--- config.mk ---
export PLATFORM = sky130hd
export DESIGN_NAME = sfbt_ram
export DESIGN_NICKNAME = d
export VERILOG_FILES = /design/src/hw/rtl/sfbt_ram.sv
export SDC_FILE = /design/constraint.sdc
export NUM_CORES = 1
export LEC_CHECK = 0
export ABC_AREA = 1
export BUFFER_PORTS_ARGS = -buffer_cell sky130_fd_sc_hd__buf_4
export CORE_MARGIN = 8
export CORE_UTILIZATION = 50
export DETAILED_ROUTE_END_ITERATION = 7
export PLACE_DENSITY = 0.76
export SYNTH_ARGS = -nofsm -noshare
export SYNTH_HDL_FRONTEND = slang
export SYNTH_SLANG_ARGS = --single-unit
--- constraint.sdc ---
create_clock -name clk_i -period 3.8 [get_ports clk_i]
set_clock_uncertainty 0.2 [all_clocks]
set_input_delay 0.76 -clock clk_i [delete_from_list [all_inputs] [get_ports clk_i]]
set_output_delay 0.76 -clock clk_i [all_outputs]
set_load 0.03 [all_outputs]
--- src/hw/rtl/sfbt_ram.sv ---
`timescale 1ns / 1ps

module sfbt_ram #(
  parameter int unsigned WIDTH = 8,
  parameter int unsigned DEPTH = 16
) (
  input  logic                     clk_i,
  input  logic                     we_i,
  input  logic [$clog2(DEPTH)-1:0] waddr_i,
  input  logic [WIDTH-1:0]         wdata_i,
  input  logic [$clog2(DEPTH)-1:0] raddr_i,
  output logic [WIDTH-1:0]         rdata_o
);

  logic [WIDTH-1:0] mem_q [DEPTH];
  logic [WIDTH-1:0] rdata_q;

  // one write port, one registered read port
  always_ff @(posedge clk_i) begin
    if (we_i) begin
      mem_q[waddr_i] <= wdata_i;
    end
    rdata_q <= mem_q[raddr_i];
  end

  assign rdata_o = rdata_q;

endmodule

==> results of run 1 <==
-- registers in the layout, indices dropped and copies added (netlist names) --
register / flops
mem_q: 128
rdata_o: 8
-- synth_stat cells (all sizes together) --
| library cell | n |
|---|---|
| nand3 | 97 |
| nand2 | 173 |
| buf | 24 |
| nor2 | 17 |
| inv | 102 |
| edfxtp | 128 |
| dfxtp | 8 |
| nand3b | 2 |
-- worst reg2reg max path, delay by kind of cell, from the launching register on --
| family | cells | cell delay (ns) |
|---|---|---|
| buffers and inverters | 1 | 0.07 |
| DFF | 1 | 0.37 |
| and+or+nand+nor | 5 | 0.53 |
-- final cells by class --
class	instances	area, um2
fillers	900	4760
flip-flops and latches	136	4000
multi-input cells	289	1210
clock buffers	22	454
inverters	102	383
repair buffers	27	203
well taps	143	179
clock inverters	10	126
-- routing by layer --
metal,up-vias,part of all wire
met5,-,0
met4,0,0.024
met3,35,0.095
met2,223,0.47
met1,1821,0.41
li1,1817,-
-- path summary, 6_finish.rpt --
check | slack, ns | from | endpoint
worst max-delay path | 1.60 | raddr_i[0] | rdata_o[2]
worst min-delay path | 0.48 | raddr_i[3] | rdata_o[0]
worst max register to register | 2.53 | mem_q[0][0] | rdata_o[0]
worst min register to register | 0.48 | mem_q[5][6] | rdata_o[6]
-- cells by family (layout without fill, tap and decap cells) --
logic type    after synthesis  count (layout)
simple gates              289             289
buf+inv                   126             161
flops                     136             136
-- power breakdown --
part           leakage (uW)  switching [uW]  internal, uW
sequential          0.00122            9.80          1680
clock              0.000285             580          1040
combinational       0.00132             162          63.8
-- stage by stage --
stage	cells	worst slack, ns	power [uW]	hold WS (ns)
finish	729	1.60	3530	0.475
global route	729	1.47	3630	0.485
CTS	729	1.62	3540	0.466
detailed placement	697	1.22	1940	0.477
global placement	697	1.23	1930	0.449
floorplan	551	1.89	1850	0.407
==> out/results.ini, run 1 <==
[clock_tree]
clock_latency_ns=0.42
postCtsSetupRepairBufs=0
holdBufCountCts=0
cts-root-buf=clkbuf_16
clk_pin_slew_worst_paths_ns=0.05
cts_buffer_depth=2
cts_tree=built
cts_resized=0
cts.sinks=136
numCtsBuffers=17
htreeDepth=4

[worst_setup_path]
cp_slowest_stage_delay_ns=0.47
cpMaxStageDelayCell=inv_2
crit_fanout=37
endpoint_kind=flip-flop
worst-path-stages=8
worst-path-buf-inv=3
crit_path_start_kind=input port
arrival_ns=2.29
reg2regPathDepth=6
path_class=input port to flip-flop
crit_required_ns=3.89
cpMostUsedCell=nand3_1
path_delay_family=buffers and inverters
path_cells=buf_4 -> inv_2 -> buf_4 -> nand2_1 -> nand3_1 -> nand3_1 -> nand3_1 -> nand2_1

[route]
drt-initial-drc-count=475
route.detailed.drc=0
wl_per_cell_um=18.0
vias=3896
totalWireLength_um=13100
antenna_left=0
via_per_inst=5.34
dr.pass1.iters=5

[grt]
antenna_found_initial=0
grt_max_degree=65
grt_usage=0.182
met3_usage=0.0411
grtUsageMet1=0.238
grt_util_met2=0.278
grt-busiest-layer=met2
grt_pass1_vias=3812
grt_pass1_wl_um=20500
grt_overflow=0

[die]
die_height_um=123
row_count=39
die_area_mm2=0.0152
design.core.area_mm2=0.0113
ioPinCount=26
initial_utilization=0.509
die_w_um=123

[logic_synthesis]
synthMuxAreaShare=0
synthCells=551
synth_compound_area_frac=0
ys_types=12
synth_area_per_cell_um2=10.5
ys_ff_latch=136
synth_adder_area_share=0
postSynthNetCount=569
synth.largest_area_cell=edfxtp_1
synth.top_cell.area_share=0.667
synth_area_mm2=0.00577
synth.area.top_cells=edfxtp_1, nand2_1, nand3_1
ys_seq_area_frac=0.694
synth_top_family_by_area=simple AND/OR/NAND/NOR gates
synth_xor_area_frac=0
yosys.area_share.simple=0.210
ys_warn_count=0

[hold_path]
hold_depth=3
hold_class=input port to flip-flop

[power_and_ir_drop]
p_leak_uw=0.00283
ir_worst_vdd_v=0.000286
power.density_mw_per_mm2=538

[sta]
fmax_mhz=455
finalSetupViolCount=0
fin_crit_ns=2.20
rsz0062_at_grt=false
hold_viol_final=0
period_share=0.578
timing.setup.tns_ns=0
worst_slew_pin_slew_ns=0.987
final_max_slew_viol_count=0
relSlewSlack=0.340

[final_layout]
layout-drive-gt1-share=0.0956
final_core_util=0.580
mostFrequentLayoutCells=nand2_1, edfxtp_1, inv_1
final_common_cell=nand2_1
final_area_mm2=0.00656
nNetsFinal=591
syn2layout_area_growth_pct=13.8
diodes=0

[placed_design]
place_area_mm2=0.00598
place_congestion=0.800
post-dp-hpwl_um=7880
io_buffers=25

[outcome]
status=completed

[run]
max-cap-violations=0

Power figures use the tool's default switching activity.
==> inputs of run 2 (changes only) <==
Clock period 3.8 ns to 2.2 ns, I/O delays scaled along.
==> out/results.ini, run 2 (same netlist as run 1, synthesis figures left out) <==
[outcome]
status=completed

[die]
ioPinCount=26  ; unchanged
die_height_um=123  ; unchanged
initial_utilization=0.509  ; unchanged
design.core.area_mm2=0.0113  ; unchanged
die_w_um=123  ; unchanged
die_area_mm2=0.0152  ; unchanged
row_count=39  ; unchanged

[grt]
grt_usage=0.181  ; -0.000944
grt_max_degree=65  ; unchanged
antenna_found_initial=0  ; unchanged
grt_overflow=0  ; unchanged
grt_pass1_vias=3926  ; +3.0%
grt_pass1_wl_um=20300  ; -1.4%

[power_and_ir_drop]
p_leak_uw=0.00296  ; +4.6%
power.density_mw_per_mm2=928  ; +72%
power_uw=6290  ; +78%
ir_worst_vdd_v=0.000526  ; +84%

[worst_setup_path]
cp_slowest_stage_delay_ns=0.36  ; -0.11 ns
cpMaxStageDelayCell=dfxtp_1
arrival_ns=0.95  ; -1.34 ns
worst-path-buf-inv=1  ; -2
path_cells=buf_4
path_class=flip-flop to output pin
path_delay_family=flip-flops
crit_path_start_kind=flip-flop
crit_fanout=1  ; -97%
crit_required_ns=1.56  ; -2.33 ns
endpoint_kind=output pin

[sta]
hold_viol_final=0  ; unchanged
relSlewSlack=0.685  ; +0.345
fin_crit_ns=1.59
period_share=0.720
finalSetupViolCount=0  ; unchanged
rsz0062_at_grt=false
timing.setup.tns_ns=0  ; unchanged
fmax_mhz=631
final_max_slew_viol_count=0  ; unchanged
worst_slew_pin_slew_ns=0.472  ; -0.514 ns

[route]
route.detailed.drc=0  ; unchanged
antenna_left=0  ; unchanged
dr.pass1.iters=5  ; unchanged
vias=3939  ; +1.1%
wl_per_cell_um=17.0  ; -5.6%
totalWireLength_um=12700  ; -3.1%
drt-initial-drc-count=409  ; -14%
via_per_inst=5.27  ; -1.5%

[placed_design]
place_congestion=0.817  ; +2.1%
place_area_mm2=0.00615  ; +2.8%
io_buffers=25  ; unchanged
post-dp-hpwl_um=7650  ; -3.0%

[clock_tree]
cts_resized=0  ; unchanged
postCtsSetupRepairBufs=0  ; unchanged
clock_latency_ns=0.41  ; about the same
holdBufCountCts=0  ; unchanged
numCtsBuffers=17  ; unchanged
htreeDepth=4  ; unchanged
cts.sinks=136  ; unchanged
cts_tree=built
cts_buffer_depth=2  ; unchanged
clk_pin_slew_worst_paths_ns=0.05  ; about the same
cts-root-buf=clkbuf_16

[final_layout]
largest_register_ffs=128  ; unchanged
final_area_mm2=0.00678  ; +3.3%
syn2layout_area_growth_pct=17.6
mostFrequentLayoutCells=nand2_1, edfxtp_1, inv_1
nNetsFinal=610  ; +3.2%
diodes=0  ; unchanged
top_register=mem_q
layout-drive-gt1-share=0.131  ; +0.0350
final_common_cell=nand2_1

[hold_path]
hold_class=input port to flip-flop

[run]
max-cap-violations=0  ; unchanged

## run 2: power by group
group | switching [uW] | internal [uW]
clock network | 1030 | 1950
registers | 18.6 | 2900
logic | 278 | 124
## run 2: path summary, 6_finish.rpt
kind                 from    endpoint  slack, ns  depth (start not counted)
max            rdata_o[0]  rdata_o[0]       0.61                          1
min            raddr_i[3]  rdata_o[0]       0.16                          3
max reg2reg   mem_q[9][4]  rdata_o[4]       0.97                          6
min reg2reg  mem_q[11][0]  rdata_o[0]       0.49                          6
## run 2: final cells by class
| class | count | area (um2) |
|---|---|---|
| fillers | 881 | 4540 |
| flip-flops and latches | 136 | 4000 |
| multi-input cells | 289 | 1210 |
| clock buffers | 19 | 453 |
| inverters | 102 | 383 |
| repair buffers | 46 | 370 |
| well taps | 143 | 179 |
| clock inverters | 13 | 176 |
## run 2: tightest hold or removal path, cell delays in order
cell	delay (ns)
buf_4	0.15
nand3_1	0.09
nand2_1	0.05
## run 2: metrics by stage
stage | instances | setup WS (ns) | util | hold WS (ns)
2_1_floorplan | 551 | 0.609 | - | 0.339
3_3_place_gp | 716 | 0.476 | 0.543 | 0.461
3_5_place_dp | 716 | 0.461 | 0.543 | 0.463
4_1_cts | 748 | 0.585 | 0.599 | 0.151
5_1_grt | 748 | 0.579 | 0.599 | 0.163
6_report | 748 | 0.615 | 0.599 | 0.161
## run 2: metal layers
metal / track usage / part of all wire / vias to the layer above
li1: - / - / 1857
met1: 0.222 / 0.42 / 1889
met2: 0.294 / 0.49 / 165
met3: 0.0397 / 0.069 / 28
met4: 0.0978 / 0.029 / 0
met5: 0 / 0 / -
