--- config.mk ---
export PLATFORM = sky130hd
export DESIGN_NAME = sfbt_seq
export DESIGN_NICKNAME = d
export VERILOG_FILES = /design/src/hw/rtl/sfbt_pkg.sv /design/src/hw/rtl/sfbt_seq.sv
export SDC_FILE = /design/constraint.sdc
export NUM_CORES = 1
export LEC_CHECK = 0
export BUFFER_PORTS_ARGS = -buffer_cell sky130_fd_sc_hd__buf_2
export CORE_MARGIN = 3
export CORE_UTILIZATION = 50
export DETAILED_ROUTE_END_ITERATION = 10
export GPL_ROUTABILITY_DRIVEN = 0
export PLACE_DENSITY = 0.74
export SYNTH_ARGS = -nofsm -noshare
export SYNTH_HDL_FRONTEND = slang
export SYNTH_SLANG_ARGS = --single-unit
--- constraint.sdc ---
create_clock -name clk_i -period 5.9 [get_ports clk_i]
set_clock_uncertainty 0.15 [all_clocks]
set_input_delay 0.59 -clock clk_i [delete_from_list [all_inputs] [get_ports clk_i]]
set_output_delay 0.59 -clock clk_i [all_outputs]
set_load 0.05 [all_outputs]
--- src/hw/rtl/sfbt_pkg.sv ---
`timescale 1ns / 1ps

package sfbt_pkg;

  // table geometry
  localparam int unsigned TABLE_DEPTH = 256;
  localparam int unsigned COUNT_BITS  = 8;
  localparam int unsigned FRAME_W     = 32;
  localparam int unsigned FUNC_W      = 2;
  localparam int unsigned IDX_W       = $clog2(TABLE_DEPTH);
  localparam int unsigned CNT_W       = $clog2(TABLE_DEPTH + 1);

  // fixed widths of the port fields
  localparam int unsigned OUT_IDX_W   = 8;
  localparam int unsigned OUT_CNT_W   = 9;
  localparam int unsigned CMP_W       = (CNT_W > OUT_IDX_W) ? CNT_W : OUT_IDX_W;

  localparam logic [COUNT_BITS-1:0] COUNT_MAX = {COUNT_BITS{1'b1}};

  typedef enum logic [FUNC_W-1:0] {
    FUNC_ADD    = 2'd0,
    FUNC_REMOVE = 2'd1,
    FUNC_QUERY  = 2'd2,
    FUNC_DUP    = 2'd3
  } func_e;

  typedef enum logic [1:0] {
    STATUS_OK     = 2'd0,
    STATUS_FULL   = 2'd1,
    STATUS_ABSENT = 2'd2,
    STATUS_RANGE  = 2'd3
  } status_e;

  typedef enum logic [3:0] {
    ST_IDLE,
    ST_S_RD,
    ST_S_CMP,
    ST_L_RD,
    ST_L_CHK,
    ST_UP_RD,
    ST_UP_WR,
    ST_DN_RD,
    ST_DN_WR,
    ST_DONE
  } state_e;

  // one table entry as stored in memory
  typedef struct packed {
    logic signed [FRAME_W-1:0] frame;
    logic [COUNT_BITS-1:0]     cnt;
  } entry_t;

  localparam int unsigned ENTRY_W = $bits(entry_t);

  // memory access from the sequencer
  typedef struct packed {
    logic             we;
    logic [IDX_W-1:0] waddr;
    entry_t           wdata;
    logic [IDX_W-1:0] raddr;
  } mem_req_t;

  // finished result of one operation
  typedef struct packed {
    logic                 found;
    logic [OUT_IDX_W-1:0] found_index;
    logic                 prev_valid;
    logic [OUT_IDX_W-1:0] prev_index;
    logic                 next_valid;
    logic [OUT_IDX_W-1:0] next_index;
    logic                 multiple;
    status_e              status;
    logic [OUT_CNT_W-1:0] entry_count;
  } result_t;

endpackage

--- src/hw/rtl/sfbt_seq.sv ---
`timescale 1ns / 1ps

module sfbt_seq (
  input  logic                                 clk_i,
  input  logic                                 rst_ni,
  input  logic                                 in_valid_i,
  output logic                                 in_stall_o,
  input  sfbt_pkg::func_e                      func_i,
  input  logic signed [sfbt_pkg::FRAME_W-1:0]  frame_i,
  input  logic [sfbt_pkg::OUT_IDX_W-1:0]       entry_index_i,
  output logic                                 res_valid_o,
  input  logic                                 res_take_i,
  output sfbt_pkg::result_t                    res_o,
  output sfbt_pkg::mem_req_t                   mem_req_o,
  input  sfbt_pkg::entry_t                     mem_rdata_i
);

  import sfbt_pkg::*;

  state_e                    state_q, state_d;
  func_e                     func_q, func_d;
  logic signed [FRAME_W-1:0] frame_q, frame_d;
  logic [OUT_IDX_W-1:0]      idx_q, idx_d;
  logic [CNT_W-1:0]          lo_q, lo_d;
  logic [CNT_W-1:0]          hi_q, hi_d;
  logic [CNT_W-1:0]          ptr_q, ptr_d;
  logic [CNT_W-1:0]          used_q, used_d;
  status_e                   status_q, status_d;
  logic                      mult_q, mult_d;

  logic [CNT_W-1:0]          mid;
  logic [CNT_W-1:0]          lo_inc;
  logic [CNT_W-1:0]          lo_dec;
  logic [CNT_W-1:0]          ptr_inc;
  logic [CNT_W-1:0]          ptr_dec;
  logic                      hit;
  logic                      full;
  logic                      idx_in;
  logic [COUNT_BITS-1:0]     cnt_inc;
  logic [COUNT_BITS-1:0]     cnt_dec;

  // shared arithmetic on the search window and shift pointer
  always_comb begin
    mid     = lo_q + ((hi_q - lo_q) >> 1);
    lo_inc  = lo_q + CNT_W'(1);
    lo_dec  = lo_q - CNT_W'(1);
    ptr_inc = ptr_q + CNT_W'(1);
    ptr_dec = ptr_q - CNT_W'(1);
    hit     = (lo_q < used_q) && (mem_rdata_i.frame == frame_q);
    full    = (used_q == CNT_W'(TABLE_DEPTH));
    idx_in  = (CMP_W'(idx_q) < CMP_W'(used_q));
    cnt_inc = (mem_rdata_i.cnt == COUNT_MAX) ? COUNT_MAX
                                             : mem_rdata_i.cnt + COUNT_BITS'(1);
    cnt_dec = (mem_rdata_i.cnt != '0) ? mem_rdata_i.cnt - COUNT_BITS'(1) : '0;
  end

  // next state
  always_comb begin
    state_d = state_q;
    case (state_q)
      ST_IDLE: begin
        if (in_valid_i) begin
          state_d = (func_i == FUNC_DUP) ? ST_L_RD : ST_S_RD;
        end
      end
      ST_S_RD:  state_d = (lo_q < hi_q) ? ST_S_CMP : ST_L_RD;
      ST_S_CMP: state_d = ST_S_RD;
      ST_L_RD:  state_d = ST_L_CHK;
      ST_L_CHK: begin
        case (func_q)
          FUNC_ADD: begin
            state_d = (hit || full) ? ST_DONE : ST_UP_RD;
          end
          FUNC_REMOVE: begin
            state_d = (hit && (cnt_dec == '0)) ? ST_DN_RD : ST_DONE;
          end
          default: state_d = ST_DONE;
        endcase
      end
      ST_UP_RD: state_d = (ptr_q > lo_q) ? ST_UP_WR : ST_DONE;
      ST_UP_WR: state_d = ST_UP_RD;
      ST_DN_RD: state_d = (ptr_inc < used_q) ? ST_DN_WR : ST_DONE;
      ST_DN_WR: state_d = ST_DN_RD;
      ST_DONE:  state_d = res_take_i ? ST_IDLE : ST_DONE;
      default:  state_d = ST_IDLE;
    endcase
  end

  // datapath and memory port
  always_comb begin
    func_d    = func_q;
    frame_d   = frame_q;
    idx_d     = idx_q;
    lo_d      = lo_q;
    hi_d      = hi_q;
    ptr_d     = ptr_q;
    used_d    = used_q;
    status_d  = status_q;
    mult_d    = mult_q;
    mem_req_o = '0;
    case (state_q)
      ST_IDLE: begin
        if (in_valid_i) begin
          func_d   = func_i;
          frame_d  = frame_i;
          idx_d    = entry_index_i;
          lo_d     = '0;
          hi_d     = used_q;
          status_d = STATUS_OK;
          mult_d   = 1'b0;
        end
      end
      // binary search for the lower bound
      ST_S_RD: begin
        mem_req_o.raddr = mid[IDX_W-1:0];
      end
      ST_S_CMP: begin
        if (mem_rdata_i.frame < frame_q) begin
          lo_d = mid + CNT_W'(1);
        end else begin
          hi_d = mid;
        end
      end
      // fetch the entry at the lower bound or at the checked index
      ST_L_RD: begin
        mem_req_o.raddr = (func_q == FUNC_DUP) ? IDX_W'(idx_q) : lo_q[IDX_W-1:0];
      end
      ST_L_CHK: begin
        case (func_q)
          FUNC_ADD: begin
            if (hit) begin
              mem_req_o.we        = 1'b1;
              mem_req_o.waddr     = lo_q[IDX_W-1:0];
              mem_req_o.wdata     = '{frame: frame_q, cnt: cnt_inc};
            end else if (full) begin
              status_d = STATUS_FULL;
            end else begin
              ptr_d = used_q;
            end
          end
          FUNC_REMOVE: begin
            if (!hit) begin
              status_d = STATUS_ABSENT;
            end else if (cnt_dec != '0) begin
              mem_req_o.we    = 1'b1;
              mem_req_o.waddr = lo_q[IDX_W-1:0];
              mem_req_o.wdata = '{frame: frame_q, cnt: cnt_dec};
            end else begin
              ptr_d = lo_q;
            end
          end
          FUNC_QUERY: begin
            if (!hit) begin
              status_d = STATUS_ABSENT;
            end
          end
          default: begin
            if (idx_in) begin
              mult_d = (mem_rdata_i.cnt > COUNT_BITS'(1));
            end else begin
              status_d = STATUS_RANGE;
            end
          end
        endcase
      end
      // move entries up one place, then drop the new entry in
      ST_UP_RD: begin
        if (ptr_q > lo_q) begin
          mem_req_o.raddr = ptr_dec[IDX_W-1:0];
        end else begin
          mem_req_o.we    = 1'b1;
          mem_req_o.waddr = lo_q[IDX_W-1:0];
          mem_req_o.wdata = '{frame: frame_q, cnt: COUNT_BITS'(1)};
          used_d          = used_q + CNT_W'(1);
        end
      end
      ST_UP_WR: begin
        mem_req_o.we    = 1'b1;
        mem_req_o.waddr = ptr_q[IDX_W-1:0];
        mem_req_o.wdata = mem_rdata_i;
        ptr_d           = ptr_dec;
      end
      // move later entries down one place over the deleted one
      ST_DN_RD: begin
        if (ptr_inc < used_q) begin
          mem_req_o.raddr = ptr_inc[IDX_W-1:0];
        end else begin
          used_d = used_q - CNT_W'(1);
        end
      end
      ST_DN_WR: begin
        mem_req_o.we    = 1'b1;
        mem_req_o.waddr = ptr_q[IDX_W-1:0];
        mem_req_o.wdata = mem_rdata_i;
        ptr_d           = ptr_inc;
      end
      default: begin
      end
    endcase
  end

  // handshake and result fields
  always_comb begin
    in_stall_o        = (state_q != ST_IDLE);
    res_valid_o       = (state_q == ST_DONE);
    res_o             = '0;
    res_o.status      = status_q;
    res_o.entry_count = OUT_CNT_W'(used_q);
    res_o.multiple    = mult_q;
    res_o.found       = (func_q != FUNC_DUP) && (status_q == STATUS_OK);
    if (res_o.found) begin
      res_o.found_index = OUT_IDX_W'(lo_q);
    end
    if (func_q == FUNC_QUERY) begin
      if (lo_q != '0) begin
        res_o.prev_valid = 1'b1;
        res_o.prev_index = OUT_IDX_W'(lo_dec);
      end
      if (status_q == STATUS_OK) begin
        if (lo_inc < used_q) begin
          res_o.next_valid = 1'b1;
          res_o.next_index = OUT_IDX_W'(lo_inc);
        end
      end else if (lo_q < used_q) begin
        res_o.next_valid = 1'b1;
        res_o.next_index = OUT_IDX_W'(lo_q);
      end
    end
  end

  // control registers
  always_ff @(posedge clk_i or negedge rst_ni) begin
    if (!rst_ni) begin
      state_q <= ST_IDLE;
      used_q  <= '0;
    end else begin
      state_q <= state_d;
      used_q  <= used_d;
    end
  end

  // operation registers
  always_ff @(posedge clk_i) begin
    func_q   <= func_d;
    frame_q  <= frame_d;
    idx_q    <= idx_d;
    lo_q     <= lo_d;
    hi_q     <= hi_d;
    ptr_q    <= ptr_d;
    status_q <= status_d;
    mult_q   <= mult_d;
  end

  // the table never holds more than its depth
  a_used_bound: assert property (@(posedge clk_i) disable iff (!rst_ni)
    used_q <= CNT_W'(TABLE_DEPTH))
    else $error("entry count beyond table depth");

  // one operation adds or deletes at most one entry
  a_used_step: assert property (@(posedge clk_i) disable iff (!rst_ni)
    (used_q != $past(used_q)) |->
      (used_q == $past(used_q) + CNT_W'(1) || used_q == $past(used_q) - CNT_W'(1)))
    else $error("entry count jumped");

  // search window stays inside the used part of the table
  a_search_window: assert property (@(posedge clk_i) disable iff (!rst_ni)
    (state_q == ST_S_CMP) |-> (lo_q < hi_q && hi_q <= used_q))
    else $error("search window out of range");

  // memory is written only in the update and shift states
  a_write_state: assert property (@(posedge clk_i) disable iff (!rst_ni)
    mem_req_o.we |-> (state_q == ST_L_CHK || state_q == ST_UP_RD ||
                      state_q == ST_UP_WR || state_q == ST_DN_WR))
    else $error("memory write outside update states");

  // a finished result waits until the output stage takes it
  a_result_hold: assert property (@(posedge clk_i) disable iff (!rst_ni)
    (state_q == ST_DONE && !res_take_i) |=> (state_q == ST_DONE && $stable(res_o)))
    else $error("result dropped before transfer");

endmodule

==> flow_summary.yaml <==
status:
  outcome: "finished clean"
clock_network:
  numClockSinks: 85
  clockBufferDepth: 2
  cts_tree: "done"
  cts_buffers: 9
  post_cts_resized: 0
  cts.clk_slew.worst_paths_ps: 70
  htree_levels: 3
  cts_root_buffer: "clkbuf_16"
  post-cts-setup-buffers: 0
  ctsHoldBuffers: 1
  clk_latency_ps: 360
sta:
  relSlewSlack_pct: 26.5
  layout_setup_ws_ps: 1010
  max_freq_mhz: 204
  setup_viol: 0
  worstMarginPinSlew_ps: 1100
  setup_tns_ps: 0
  hold_viol: 0
  min_period_ps: 4890
  grt_setup_unrepaired: "false"
  finalCritPeriodShare_pct: 83.0
  slew_violations: 0
synth:
  syn_avg_cell_area_um2: 9.16
  synth_area_leaders: "edfxtp_1 25%, ha_1 16%, xnor2_1 5.0%, a22o_1 4.2%, inv_1 3.9%"
  synth_ff_type: "edfxtp_1"
  synth_top_area_cell: "edfxtp_1"
  ys_types: 84
  syn_nets: 1126
  synthArstFlopShare_pct: 15.3
  syn_area_mm2: 0.00849
  synth_common_cells: "110 x ha_1, 88 x inv_1, 79 x nor2_1, 72 x edfxtp_1"
  synth.most_common_cell: "ha_1"
  ys_warn_count: 0
  post-synth-top-area-fraction_pct: 25.5
  synth_seq_cells: 85
  ys_seq_area_share_pct: 29.3
  syn-instance-count: 927
  synth_edf_count: 72
global_route:
  groute.layer.met1.usage_pct: 37.9
  antenna_found_initial: 0
  grt_util_all_layers_pct: 27.4
  grt_use_met2_pct: 42.7
  grt.busiest_layer: "met2"
  grt_pass1_wl_um: 39500
  use_met3_pct: 4.26
  grt_overflow_total: 0
  grt_pass1_vias: 7379
  grt_max_degree: 60
critical_path:
  r2r_cells: 14
  arrival_ps: 4150
  required_ps: 5160
  startpoint_type: "register"
  crit_start: "lo_q[2]"
  end_kind: "output pin"
  worst-path-max-fanout: 7
  worstReg2RegStart: "lo_q[1]"
  critical_path_class: "register to output pin"
worst_hold_path:
  hold_start: "frame_i[17]"
  hold_path_class: "primary input to register"
  hold_path_depth: 1
power:
  p_total_mw: 6.37
  combPwrFrac_pct: 72.9
  power_switching_share_pct: 55.6
  power_frac_seq_pct: 17.7
  p_int_mw: 2.83
  leakagePower_nw: 4.50
  clockPowerShare_pct: 9.4
  p_sw_mw: 3.54
  peakVddDrop_mv: 0.510
  power_density_mw_per_mm2: 650
placed_design:
  port_buffers: 183
  dpl-instance-area_mm2: 0.00947
  post-place-ws_ps: 1460
  place_hpwl_um: 20300
floorplanning:
  initial_core_util_pct: 51.2
  dieWidth_um: 136
  design.die.area_mm2: 0.0186
  row_count: 47
  core-area_mm2: 0.0166
  io_pins: 184
  fp.dieH_um: 136
finish:
  final_util_pct: 59.1
  fin_area_mm2: 0.00980
  nets: 1298
  areaGrowthSynthToFinish_pct: 15.5
  drive_gt1_share_pct: 22.1
  filler_cell_count: 1525
routing:
  drt-initial-drc-count: 751
  wl_per_cell_um: 19.6
  ant_nets: 0
  via_per_inst: 5.96
  routed_wl_um: 26000
  vias: 7903
  dr.pass1.iters: 6
  drc_errors: 0
job:
  maxCapViolCount: 0
==> worst max-delay path, stage by stage, from the launching register on <==
cell	delay (ps)
edfxtp_1	380
inv_1	230
ha_1	320
nor2b_1	150
o21ai_0	150
nand2b_1	120
a21o_1	190
a21oi_1	170
xnor2_1	140
ha_1	290
or2_2	310
a21oi_1	150
a31oi_1	70
xnor2_1	450
nor3_1	90
o311a_1	380
buf_2	220
==> final cells by class <==
| cell class | count | area [µm²] | area share [%] |
|---|---|---|---|
| Clock inverter | 3 | 25.0 | 0.255 |
| Timing Repair Buffer | 198 | 1030 | 10.5 |
| Sequential cell | 85 | 2490 | 25.4 |
| Antenna cell | 1 | 2.50 | 0.0255 |
| Tap cell | 220 | 275 | 2.81 |
| Inverter | 89 | 334 | 3.41 |
| Multi-Input combinational cell | 716 | 5350 | 54.6 |
| Clock buffer | 13 | 292 | 2.97 |
==> registers in the layout, indices dropped and copies added, names as in the netlist <==
register	flops
hi_q	9
ptr_q	9
used_q	9
mult_q	1
frame_q	32
lo_q	9
state_q	4
idx_q	8
status_q	2
func_q	2
==> metrics by stage <==
| stage | hold WS [ps] | instances |
|---|---|---|
| final | 256 | 1325 |
| after global routing | 246 | 1324 |
| after CTS | 246 | 1324 |
| after detailed placement | 354 | 1307 |
| after global placement | 355 | 1307 |
| after floorplan | 144 | 927 |
==> cell usage in the layout (no fill, tap or decap), types with 40 or more instances in the layout <==
cell type and n:
buf_2 183, nand2_1 53, ha_1 110, xnor2_1 48, edfxtp_1 72, inv_1 88, o21ai_0 53, nor2_1 79
nor3_1 40, a22o_1 41
==> final timing paths <==
path	end	slack [ps]
setup / recovery	mem_req_o[7]	1010
hold / removal	frame_q[17]	260
setup reg to reg	lo_q[8]	1850
hold reg to reg	hi_q[5]	500
max in group asynchronous	used_q[7]	4840
min in group asynchronous	used_q[0]	500
==> power by group through the flow <==
stage	Sequential, mW	Combinational, mW	Clock (mW)
finish	1.13	4.64	0.598
CTS	1.12	4.57	0.600
global route	1.15	5.03	0.630
global placement	1.13	4.48	0
floorplan	1.12	3.50	0
detailed placement	1.13	4.54	0
==> cells by family (layout without fill, tap and decap cells) <==
group	after synthesis	count (layout)	synth area share, %
and+or+nand+nor	280	280	16.8
adders and majority gates	113	113	16.9
buffers and inverters	126	303	7.75
xor gates and xnor gates	66	66	6.81
muxes	26	26	3.14
DFF	85	85	29.3
AOI/OAI and AO/OA	231	231	19.3
other	0	1	0
==> per-layer routing <==
layer	routed length (µm)	share of wire (%)	vias to the layer above
met5	0	0	-
met2	11800	45	394
met3	2220	8.6	67
met1	11100	43	3675
met4	873	3.4	0
li1	-	-	3767
Power figures use the tool's default switching activity.
